--- src/rtl/assert_macros.svh ---
// ----------------------------------------------------------------------------
// assert_macros.svh
// Concurrent assertion shorthands, clocked on i_clk, held off in reset.
// ----------------------------------------------------------------------------
`ifndef ASSERT_MACROS_SVH
`define ASSERT_MACROS_SVH

// Property that must hold at every clock edge out of reset.
`define ASSERT_ALWAYS(label, expr, msg) \
    label: assert property (@(posedge i_clk) disable iff (!i_rst_n) (expr)) \
        else $error(msg);

// Condition in one cycle implies a consequence in the next.
`define ASSERT_NEXT(label, cond, cons, msg) \
    label: assert property (@(posedge i_clk) disable iff (!i_rst_n) \
        (cond) |=> (cons)) else $error(msg);

`endif

--- src/rtl/pdts_pkg.sv ---
// ----------------------------------------------------------------------------
// pdts_pkg
// Types and codes for the bus function table: entry layout, stream payloads,
// operation and status codes.
// ----------------------------------------------------------------------------
package pdts_pkg;

    // Operation selector carried on the input tuser
    localparam logic [1:0] MODE_INSERT  = 2'd0;
    localparam logic [1:0] MODE_FIND_ID = 2'd1;
    localparam logic [1:0] MODE_FIND_CL = 2'd2;
    localparam logic [1:0] MODE_GET     = 2'd3;

    // Result status carried on the output tuser
    localparam logic [1:0] ST_OK        = 2'd0;
    localparam logic [1:0] ST_NOT_FOUND = 2'd1;
    localparam logic [1:0] ST_ABSENT    = 2'd2;
    localparam logic [1:0] ST_FULL      = 2'd3;

    localparam logic [15:0] VENDOR_ABSENT = 16'hFFFF;
    localparam logic [7:0]  SUB_WILDCARD  = 8'hFF;

    // Stored entry, bus in the top byte
    typedef struct packed {
        logic [7:0]  bus;
        logic [4:0]  slot;
        logic [2:0]  func;
        logic [15:0] vendor;
        logic [15:0] product;
        logic [7:0]  cls;
        logic [7:0]  sub;
    } t_entry;

    localparam int ENTRY_W = $bits(t_entry);

    // Input tdata, last listed field in the lowest bits
    typedef struct packed {
        logic [7:0]  entry_number;
        logic [7:0]  subclass_value;
        logic [7:0]  class_value;
        logic [15:0] product_code;
        logic [15:0] vendor_code;
        logic [2:0]  function_number;
        logic [4:0]  slot_number;
        logic [7:0]  bus_number;
    } t_in_data;

    // Output tdata, last listed field in the lowest bits
    typedef struct packed {
        logic [2:0]  pad;
        logic [6:0]  entry_total;
        logic [7:0]  hit_subclass;
        logic [7:0]  hit_class;
        logic [15:0] hit_product;
        logic [15:0] hit_vendor;
        logic [2:0]  hit_function;
        logic [4:0]  hit_slot;
        logic [7:0]  hit_bus;
        logic [5:0]  hit_index;
    } t_out_data;

endpackage

--- src/rtl/pci_device_table_search.sv ---
// ----------------------------------------------------------------------------
// pci_device_table_search
// Table of discovered bus functions: insert, find by vendor and device ID,
// find by class and subclass, read by index.
// Input stream: tuser selects the operation, tdata holds the function record,
// search keys and index. Output stream: tuser holds the status, tdata the
// entry found or written, its index and the entry count after the operation.
// One transaction is worked on at a time; the result sits in an output
// register, so the next transaction is taken while an earlier result waits.
// An insert goes straight to the result; a read by index reads the entry at
// that index (an index that is not held goes straight to the result); a search
// scans from index 0 and stops at the first match or after the last entry.
// The scan reads the entry memory once a cycle through its single read port
// and compares the data of the previous read. Reset clears the entry count
// and empties the output; entry contents are not cleared. While the receiver
// stalls, the result holds and a finished following result waits internally
// until the output register frees up.
// ----------------------------------------------------------------------------
`include "assert_macros.svh"

module pci_device_table_search
    import pdts_pkg::*;
#(
    parameter int MAX_ENTRIES = 64
) (
    input  logic        i_clk,
    input  logic        i_rst_n,
    input  logic        i_s_axis_tvalid,
    output logic        o_s_axis_tready,
    // bus[7:0] slot[12:8] function[15:13] vendor[31:16] product[47:32]
    // class[55:48] subclass[63:56] entry_number[71:64]
    input  logic [71:0] i_s_axis_tdata,
    // mode[1:0]
    input  logic [1:0]  i_s_axis_tuser,
    output logic        o_m_axis_tvalid,
    input  logic        i_m_axis_tready,
    // hit_index[5:0] bus[13:6] slot[18:14] function[21:19] vendor[37:22]
    // product[53:38] class[61:54] subclass[69:62] entry_total[76:70] zero[79:77]
    output logic [79:0] o_m_axis_tdata,
    // status[1:0]
    output logic [1:0]  o_m_axis_tuser
);

    localparam int AW = (MAX_ENTRIES > 1) ? $clog2(MAX_ENTRIES) : 1;
    localparam int CW = $clog2(MAX_ENTRIES + 1);

    localparam logic [1:0] S_IDLE = 2'd0;
    localparam logic [1:0] S_SCAN = 2'd1;
    localparam logic [1:0] S_EMIT = 2'd2;

    logic [ENTRY_W-1:0] mem [MAX_ENTRIES];

    logic [1:0]    r_state, n_state;
    logic [CW-1:0] r_count, n_count;
    logic [CW-1:0] r_addr, n_addr;
    logic          r_rd_vld;
    logic [AW-1:0] r_rd_idx;
    t_entry        r_rd_data;
    t_in_data      r_req, n_req;
    logic [1:0]    r_mode, n_mode;
    logic [1:0]    r_pend_status, n_pend_status;
    logic [5:0]    r_pend_idx, n_pend_idx;
    t_entry        r_pend_entry, n_pend_entry;
    logic          r_out_valid, n_out_valid;
    logic [1:0]    r_out_status, n_out_status;
    t_out_data     r_out_data, n_out_data;

    t_in_data      w_in;
    t_entry        w_new_entry;
    logic          w_accept;
    logic          w_rd_en;
    logic          w_we;
    logic          w_match;
    logic          w_out_free;
    logic [8:0]    w_count9;
    logic [8:0]    w_rd_idx9;

    assign w_in      = t_in_data'(i_s_axis_tdata);
    assign w_accept  = i_s_axis_tvalid && o_s_axis_tready;
    assign w_count9  = 9'(r_count);
    assign w_rd_idx9 = 9'(r_rd_idx);
    assign w_rd_en   = (r_state == S_SCAN) && (r_addr < r_count);
    assign w_out_free = !r_out_valid || i_m_axis_tready;

    assign w_new_entry.bus     = w_in.bus_number;
    assign w_new_entry.slot    = w_in.slot_number;
    assign w_new_entry.func    = w_in.function_number;
    assign w_new_entry.vendor  = w_in.vendor_code;
    assign w_new_entry.product = w_in.product_code;
    assign w_new_entry.cls     = w_in.class_value;
    assign w_new_entry.sub     = w_in.subclass_value;

    always_comb begin
        case (r_mode)
            MODE_FIND_ID: w_match = (r_rd_data.vendor == r_req.vendor_code) &&
                                    (r_rd_data.product == r_req.product_code);
            MODE_FIND_CL: w_match = (r_rd_data.cls == r_req.class_value) &&
                                    ((r_req.subclass_value == SUB_WILDCARD) ||
                                     (r_rd_data.sub == r_req.subclass_value));
            MODE_GET:     w_match = 1'b1;
            default:      w_match = 1'b0;
        endcase
    end

    always_comb begin
        n_state       = r_state;
        n_count       = r_count;
        n_addr        = r_addr;
        n_req         = r_req;
        n_mode        = r_mode;
        n_pend_status = r_pend_status;
        n_pend_idx    = r_pend_idx;
        n_pend_entry  = r_pend_entry;
        n_out_valid   = r_out_valid;
        n_out_status  = r_out_status;
        n_out_data    = r_out_data;
        w_we          = 1'b0;

        if (r_out_valid && i_m_axis_tready) begin
            n_out_valid = 1'b0;
        end

        case (r_state)
            S_IDLE: begin
                if (w_accept) begin
                    n_req         = w_in;
                    n_mode        = i_s_axis_tuser;
                    n_pend_status = ST_NOT_FOUND;
                    n_pend_idx    = '0;
                    n_pend_entry  = '0;
                    n_addr        = '0;
                    case (i_s_axis_tuser)
                        MODE_INSERT: begin
                            n_state = S_EMIT;
                            if (r_count >= CW'(MAX_ENTRIES)) begin
                                n_pend_status = ST_FULL;
                            end else if (w_in.vendor_code == VENDOR_ABSENT) begin
                                n_pend_status = ST_ABSENT;
                            end else begin
                                w_we          = 1'b1;
                                n_pend_status = ST_OK;
                                n_pend_idx    = w_count9[5:0];
                                n_pend_entry  = w_new_entry;
                                n_count       = r_count + 1'b1;
                            end
                        end
                        MODE_GET: begin
                            if ({1'b0, w_in.entry_number} < w_count9) begin
                                n_addr  = CW'(w_in.entry_number);
                                n_state = S_SCAN;
                            end else begin
                                n_state = S_EMIT;
                            end
                        end
                        default: begin
                            n_state = S_SCAN;
                        end
                    endcase
                end
            end
            S_SCAN: begin
                if (r_rd_vld && w_match) begin
                    n_pend_status = ST_OK;
                    n_pend_idx    = w_rd_idx9[5:0];
                    n_pend_entry  = r_rd_data;
                    n_state       = S_EMIT;
                end else if (r_addr >= r_count) begin
                    n_pend_status = ST_NOT_FOUND;
                    n_pend_idx    = '0;
                    n_pend_entry  = '0;
                    n_state       = S_EMIT;
                end else begin
                    n_addr = r_addr + 1'b1;
                end
            end
            S_EMIT: begin
                // hold the result until the output register frees up
                if (w_out_free) begin
                    n_out_valid             = 1'b1;
                    n_out_status            = r_pend_status;
                    n_out_data.pad          = '0;
                    n_out_data.entry_total  = w_count9[6:0];
                    n_out_data.hit_subclass = r_pend_entry.sub;
                    n_out_data.hit_class    = r_pend_entry.cls;
                    n_out_data.hit_product  = r_pend_entry.product;
                    n_out_data.hit_vendor   = r_pend_entry.vendor;
                    n_out_data.hit_function = r_pend_entry.func;
                    n_out_data.hit_slot     = r_pend_entry.slot;
                    n_out_data.hit_bus      = r_pend_entry.bus;
                    n_out_data.hit_index    = r_pend_idx;
                    n_state                 = S_IDLE;
                end
            end
            default: begin
                n_state = S_IDLE;
            end
        endcase
    end

    // Entry memory: write on insert in idle, read during the scan only
    always_ff @(posedge i_clk) begin
        if (w_we) begin
            mem[r_count[AW-1:0]] <= w_new_entry;
        end
        if (w_rd_en) begin
            r_rd_data <= t_entry'(mem[r_addr[AW-1:0]]);
            r_rd_idx  <= r_addr[AW-1:0];
        end
    end

    always_ff @(posedge i_clk) begin
        if (!i_rst_n) begin
            r_state     <= S_IDLE;
            r_count     <= '0;
            r_rd_vld    <= 1'b0;
            r_out_valid <= 1'b0;
        end else begin
            r_state     <= n_state;
            r_count     <= n_count;
            r_rd_vld    <= w_rd_en;
            r_out_valid <= n_out_valid;
        end
    end

    always_ff @(posedge i_clk) begin
        r_addr        <= n_addr;
        r_req         <= n_req;
        r_mode        <= n_mode;
        r_pend_status <= n_pend_status;
        r_pend_idx    <= n_pend_idx;
        r_pend_entry  <= n_pend_entry;
        r_out_status  <= n_out_status;
        r_out_data    <= n_out_data;
    end

    // take nothing while reset is held
    assign o_s_axis_tready = (r_state == S_IDLE) && i_rst_n;
    assign o_m_axis_tvalid = r_out_valid;
    assign o_m_axis_tdata  = r_out_data;
    assign o_m_axis_tuser  = r_out_status;

    `ASSERT_ALWAYS(a_count_bound, r_count <= CW'(MAX_ENTRIES),
        "entry count beyond table depth")
    `ASSERT_ALWAYS(a_scan_in_range, !(r_rd_vld && (r_state == S_SCAN)) ||
        (AW'(r_rd_idx) < r_count) || (r_count == CW'(MAX_ENTRIES)),
        "scan read outside the held entries")
    `ASSERT_NEXT(a_insert_counts, w_accept && (i_s_axis_tuser == MODE_INSERT) &&
        (r_count < CW'(MAX_ENTRIES)) && (w_in.vendor_code != VENDOR_ABSENT),
        r_count == $past(r_count) + 1'b1, "accepted insert did not add an entry")
    `ASSERT_NEXT(a_emit_waits, (r_state == S_EMIT) && r_out_valid && !i_m_axis_tready,
        (r_state == S_EMIT), "pending result dropped while output stalled")

endmodule

--- config.mk ---
export PLATFORM = sky130hd
export DESIGN_NAME = pci_device_table_search
export DESIGN_NICKNAME = d
export VERILOG_FILES = /design/src/rtl/pdts_pkg.sv /design/src/rtl/pci_device_table_search.sv
export VERILOG_INCLUDE_DIRS = /design/src /design/src/rtl
export SDC_FILE = /design/constraint.sdc
export NUM_CORES = 2
export LEC_CHECK = 0
export BUFFER_PORTS_ARGS = -buffer_cell sky130_fd_sc_hd__buf_2
export CELL_PAD_IN_SITES_DETAIL_PLACEMENT = 0
export CELL_PAD_IN_SITES_GLOBAL_PLACEMENT = 1
export CORE_ASPECT_RATIO = 1.4
export CORE_MARGIN = 5
export CORE_UTILIZATION = 45
export CTS_BUF_LIST = sky130_fd_sc_hd__clkbuf_4
export DETAILED_ROUTE_END_ITERATION = 10
export GPL_ROUTABILITY_DRIVEN = 0
export PLACE_DENSITY = 0.67
export SYNTH_ARGS = -nofsm -noshare
export SYNTH_HDL_FRONTEND = slang
export SYNTH_SLANG_ARGS = --single-unit
--- constraint.sdc ---
create_clock -name i_clk -period 21.1 [get_ports i_clk]
set_clock_uncertainty 0.15 [all_clocks]
set_input_delay 4.22 -clock i_clk [delete_from_list [all_inputs] [get_ports i_clk]]
set_output_delay 4.22 -clock i_clk [all_outputs]
set_load 0.02 [all_outputs]
==> results.yml <==
synthesis:
  synth_top_flop_cell: "edfxtp_1"
  synth.largest_area_cell: "edfxtp_1"
  synth.area.top_cells: "edfxtp_1, mux4_2, a22oi_1"
  syn_area_per_cell_um2: 25.3
  syn_area_mm2: 0.165
  syn_inst: 6546
  synth.distinct_cells: 40
  synth_top_area_share_pct: 79.4
  ys_seq_area_share_pct: 79.5
  ys_ff_latch: 4385
  async_flop_share_pct: 0
  ys_warn_count: 0
  synth_edf_count: 4374
clocking:
  postCtsResizedCells: 0
  clk_latency_ns: 1.50
  cts_setup_buffers: 0
  clk_pin_slew_ns: 0.07
  cts_tree: "done"
  hold_buffers: 0
  cts-buffers-inserted: 1049
  cts-root-buf: "clkbuf_4"
  h-tree-depth: 7
  clock_sinks: 4385
  clockBufferDepth: 4
critical_path:
  arrival_ns: 4.99
  cp_max_fo: 7
  cp.required_ns: 16.73
  r2r_setup_slack_ns: 15.16
  start_kind: "primary input"
  crit_path_end_kind: "primary output"
  worst-setup-path-type: "primary input to primary output"
layout:
  area_growth_pct: 12.6
  fillerInstances: 28700
  nets: 7747
  drive_gt1_share_pct: 39.7
die:
  core_mm2: 0.366
  io_pins: 162
  dieArea_mm2: 0.380
  die_w_um: 522
  initial_core_util_pct: 45.2
  die_h_um: 727
  row_count: 263
worst_hold_path:
  hp-class: "flip-flop to flip-flop"
timing:
  slew_headroom_pct: 11.9
  fin_crit_ns: 9.36
  tightest_slew_ns: 1.32
  worst_hold_slack_ns: 0.289
  finalCritPeriodShare_pct: 44.3
  layout_setup_ws_ns: 11.74
  maxSlewViolCount: 0
  setup-violations-final: 0
  fmax_ghz: 0.107
  fin_tns_setup_ns: 0
  rsz0062_at_grt: "false"
  hold_viol_final: 0
power:
  p_per_area_mw_per_mm2: 93.0
  irDropWorstVdd_mv: 0.0509
  p_total_uw: 17300
  p_leak_uw: 0.0583
grt:
  grt_overflow: 0
  grt_pass1_wl_mm: 622
  antenna_found_initial: 26
  grt_pass1_vias: 82800
  grt_max_degree: 121
  grtUsageTotal_pct: 23.1
route:
  vias: 79300
  dr.pass1.iters: 5
  drc: 0
  drt-initial-drc-count: 8859
  viasPerCell: 5.97
  detail-route-antenna-nets: 0
  wl_per_cell_um: 33.3
  postRouteWirelength_mm: 441
place:
  io_buffers: 158
  place_worst_setup_slack_ns: 11.04
  hpwl_mm: 252
job:
  max-cap-violations: 0
outcome:
  status: "completed"
flip-flops by register name (all words and copies together), names as in the netlist:
| signal | count |
|---|---|
| mem | 4096 |
| o_m_axis_tdata | 77 |
| r_pend_entry | 64 |
| r_rd_data | 64 |
| r_req | 48 |
| r_addr | 7 |
| r_count | 7 |
| r_pend_idx | 6 |
| r_rd_idx | 6 |
| o_m_axis_tuser | 2 |
| r_mode | 2 |
| r_pend_status | 2 |
| r_state | 2 |
| o_m_axis_tvalid | 1 |
| r_rd_vld | 1 |
layout by cell type (no fill, tap or decap), types with 4 or more instances in the layout:
cell,n
and3_1,5
diode_2,12
inv_1,14
ha_1,18
o21ai_0,5
a21oi_1,9
dfxtp_1,11
clkinv_2,18
buf_4,227
a22oi_1,128
inv_6,11
clkbuf_4,1462
nor3_1,4
nand2_1,79
nor2_4,66
buf_12,15
buf_2,148
nand3_1,12
nor2_1,12
mux4_2,1280
clkinvlp_4,15
nor2b_1,5
clkinv_1,179
a22o_1,77
clkinv_4,6
nand4_1,19
xnor2_1,50
edfxtp_1,4374
xor2_1,6
bufinv_16,26
inv_2,35
synth_stat cells (8+ instances only):
library cell / n
edfxtp_1: 4374
mux4_2: 1280
clkbuf_1: 185
a22oi_1: 128
buf_2: 95
nand2_1: 79
nor2_1: 78
a22o_1: 77
xnor2_1: 50
buf_1: 38
nand4_1: 19
ha_1: 18
inv_1: 15
buf_4: 14
nand3_1: 12
dfxtp_1: 11
a21oi_1: 9
nor2b_1: 8
per-layer routing:
layer	part of all wire, %	track usage [%]	up-vias
met5	0.0079	0	-
met4	2.3	6.29	6
met3	8.2	4.51	626
met2	52	39.3	4074
met1	38	30.8	43100
li1	-	-	31500
critical path, cell delays in order:
cell and delay [ns]:
buf_2 0.22, nor3b_1 0.31, buf_2 0.23
kinds of logic after synthesis:
| kind of cell | after synthesis | share of synthesized area (%) |
|---|---|---|
| AO/OA/AOI/OAI | 233 | 1.10 |
| flip-flops | 4385 | 79.5 |
| buffers and inverters | 353 | 0.932 |
| multiplexers | 1282 | 17.4 |
| XOR/XNOR | 56 | 0.296 |
| adder cells (fa/ha/maj) | 18 | 0.136 |
| AND/OR/NAND/NOR | 218 | 0.577 |
| other | 1 | 0.00227 |
power breakdown:
| group | switching (uW) | leakage [uW] | internal (uW) |
|---|---|---|---|
| clock network | 3270 | 0.00767 | 3510 |
| registers | 26.3 | 0.0395 | 9620 |
| logic | 566 | 0.0112 | 334 |
| total | 3860 | 0.0583 | 13500 |
worst paths after layout:
check                                      to                        from  cells after the start
setup / recovery              o_s_axis_tready                     i_rst_n                      3
hold / removal    o_m_axis_tdata[6]$_DFFE_PP_  r_pend_entry[56]$_DFFE_PP_                      0
hold reg to reg   o_m_axis_tdata[6]$_DFFE_PP_  r_pend_entry[56]$_DFFE_PP_                      0
setup reg to reg      r_rd_data[60]$_DFFE_PP_         r_addr[0]$_DFFE_PP_                      8
cell type report:
| type | count | area [um2] | share of cell area (%) |
|---|---|---|---|
| Clock inverter | 289 | 1930 | 1.04 |
| Multi-Input combinational cell | 1810 | 32900 | 17.7 |
| Inverter | 15 | 57.6 | 0.0309 |
| Sequential cell | 4385 | 132000 | 70.6 |
| Clock buffer | 1462 | 11000 | 5.89 |
| Antenna cell | 12 | 30.0 | 0.0161 |
| Tap cell | 4902 | 6130 | 3.29 |
| Timing Repair Buffer | 390 | 2750 | 1.47 |
through the flow:
stage / cells / area [um2] / utilization (%)
after floorplan: 6548 / 165000 / -
after global placement: 11500 / 173000 / 47.3
after detailed placement: 11500 / 173000 / 47.3
after CTS: 13300 / 186000 / 50.9
after global routing: 13300 / 186000 / 50.9
final: 13300 / 186000 / 50.9
(Power assumes the default switching activity.)
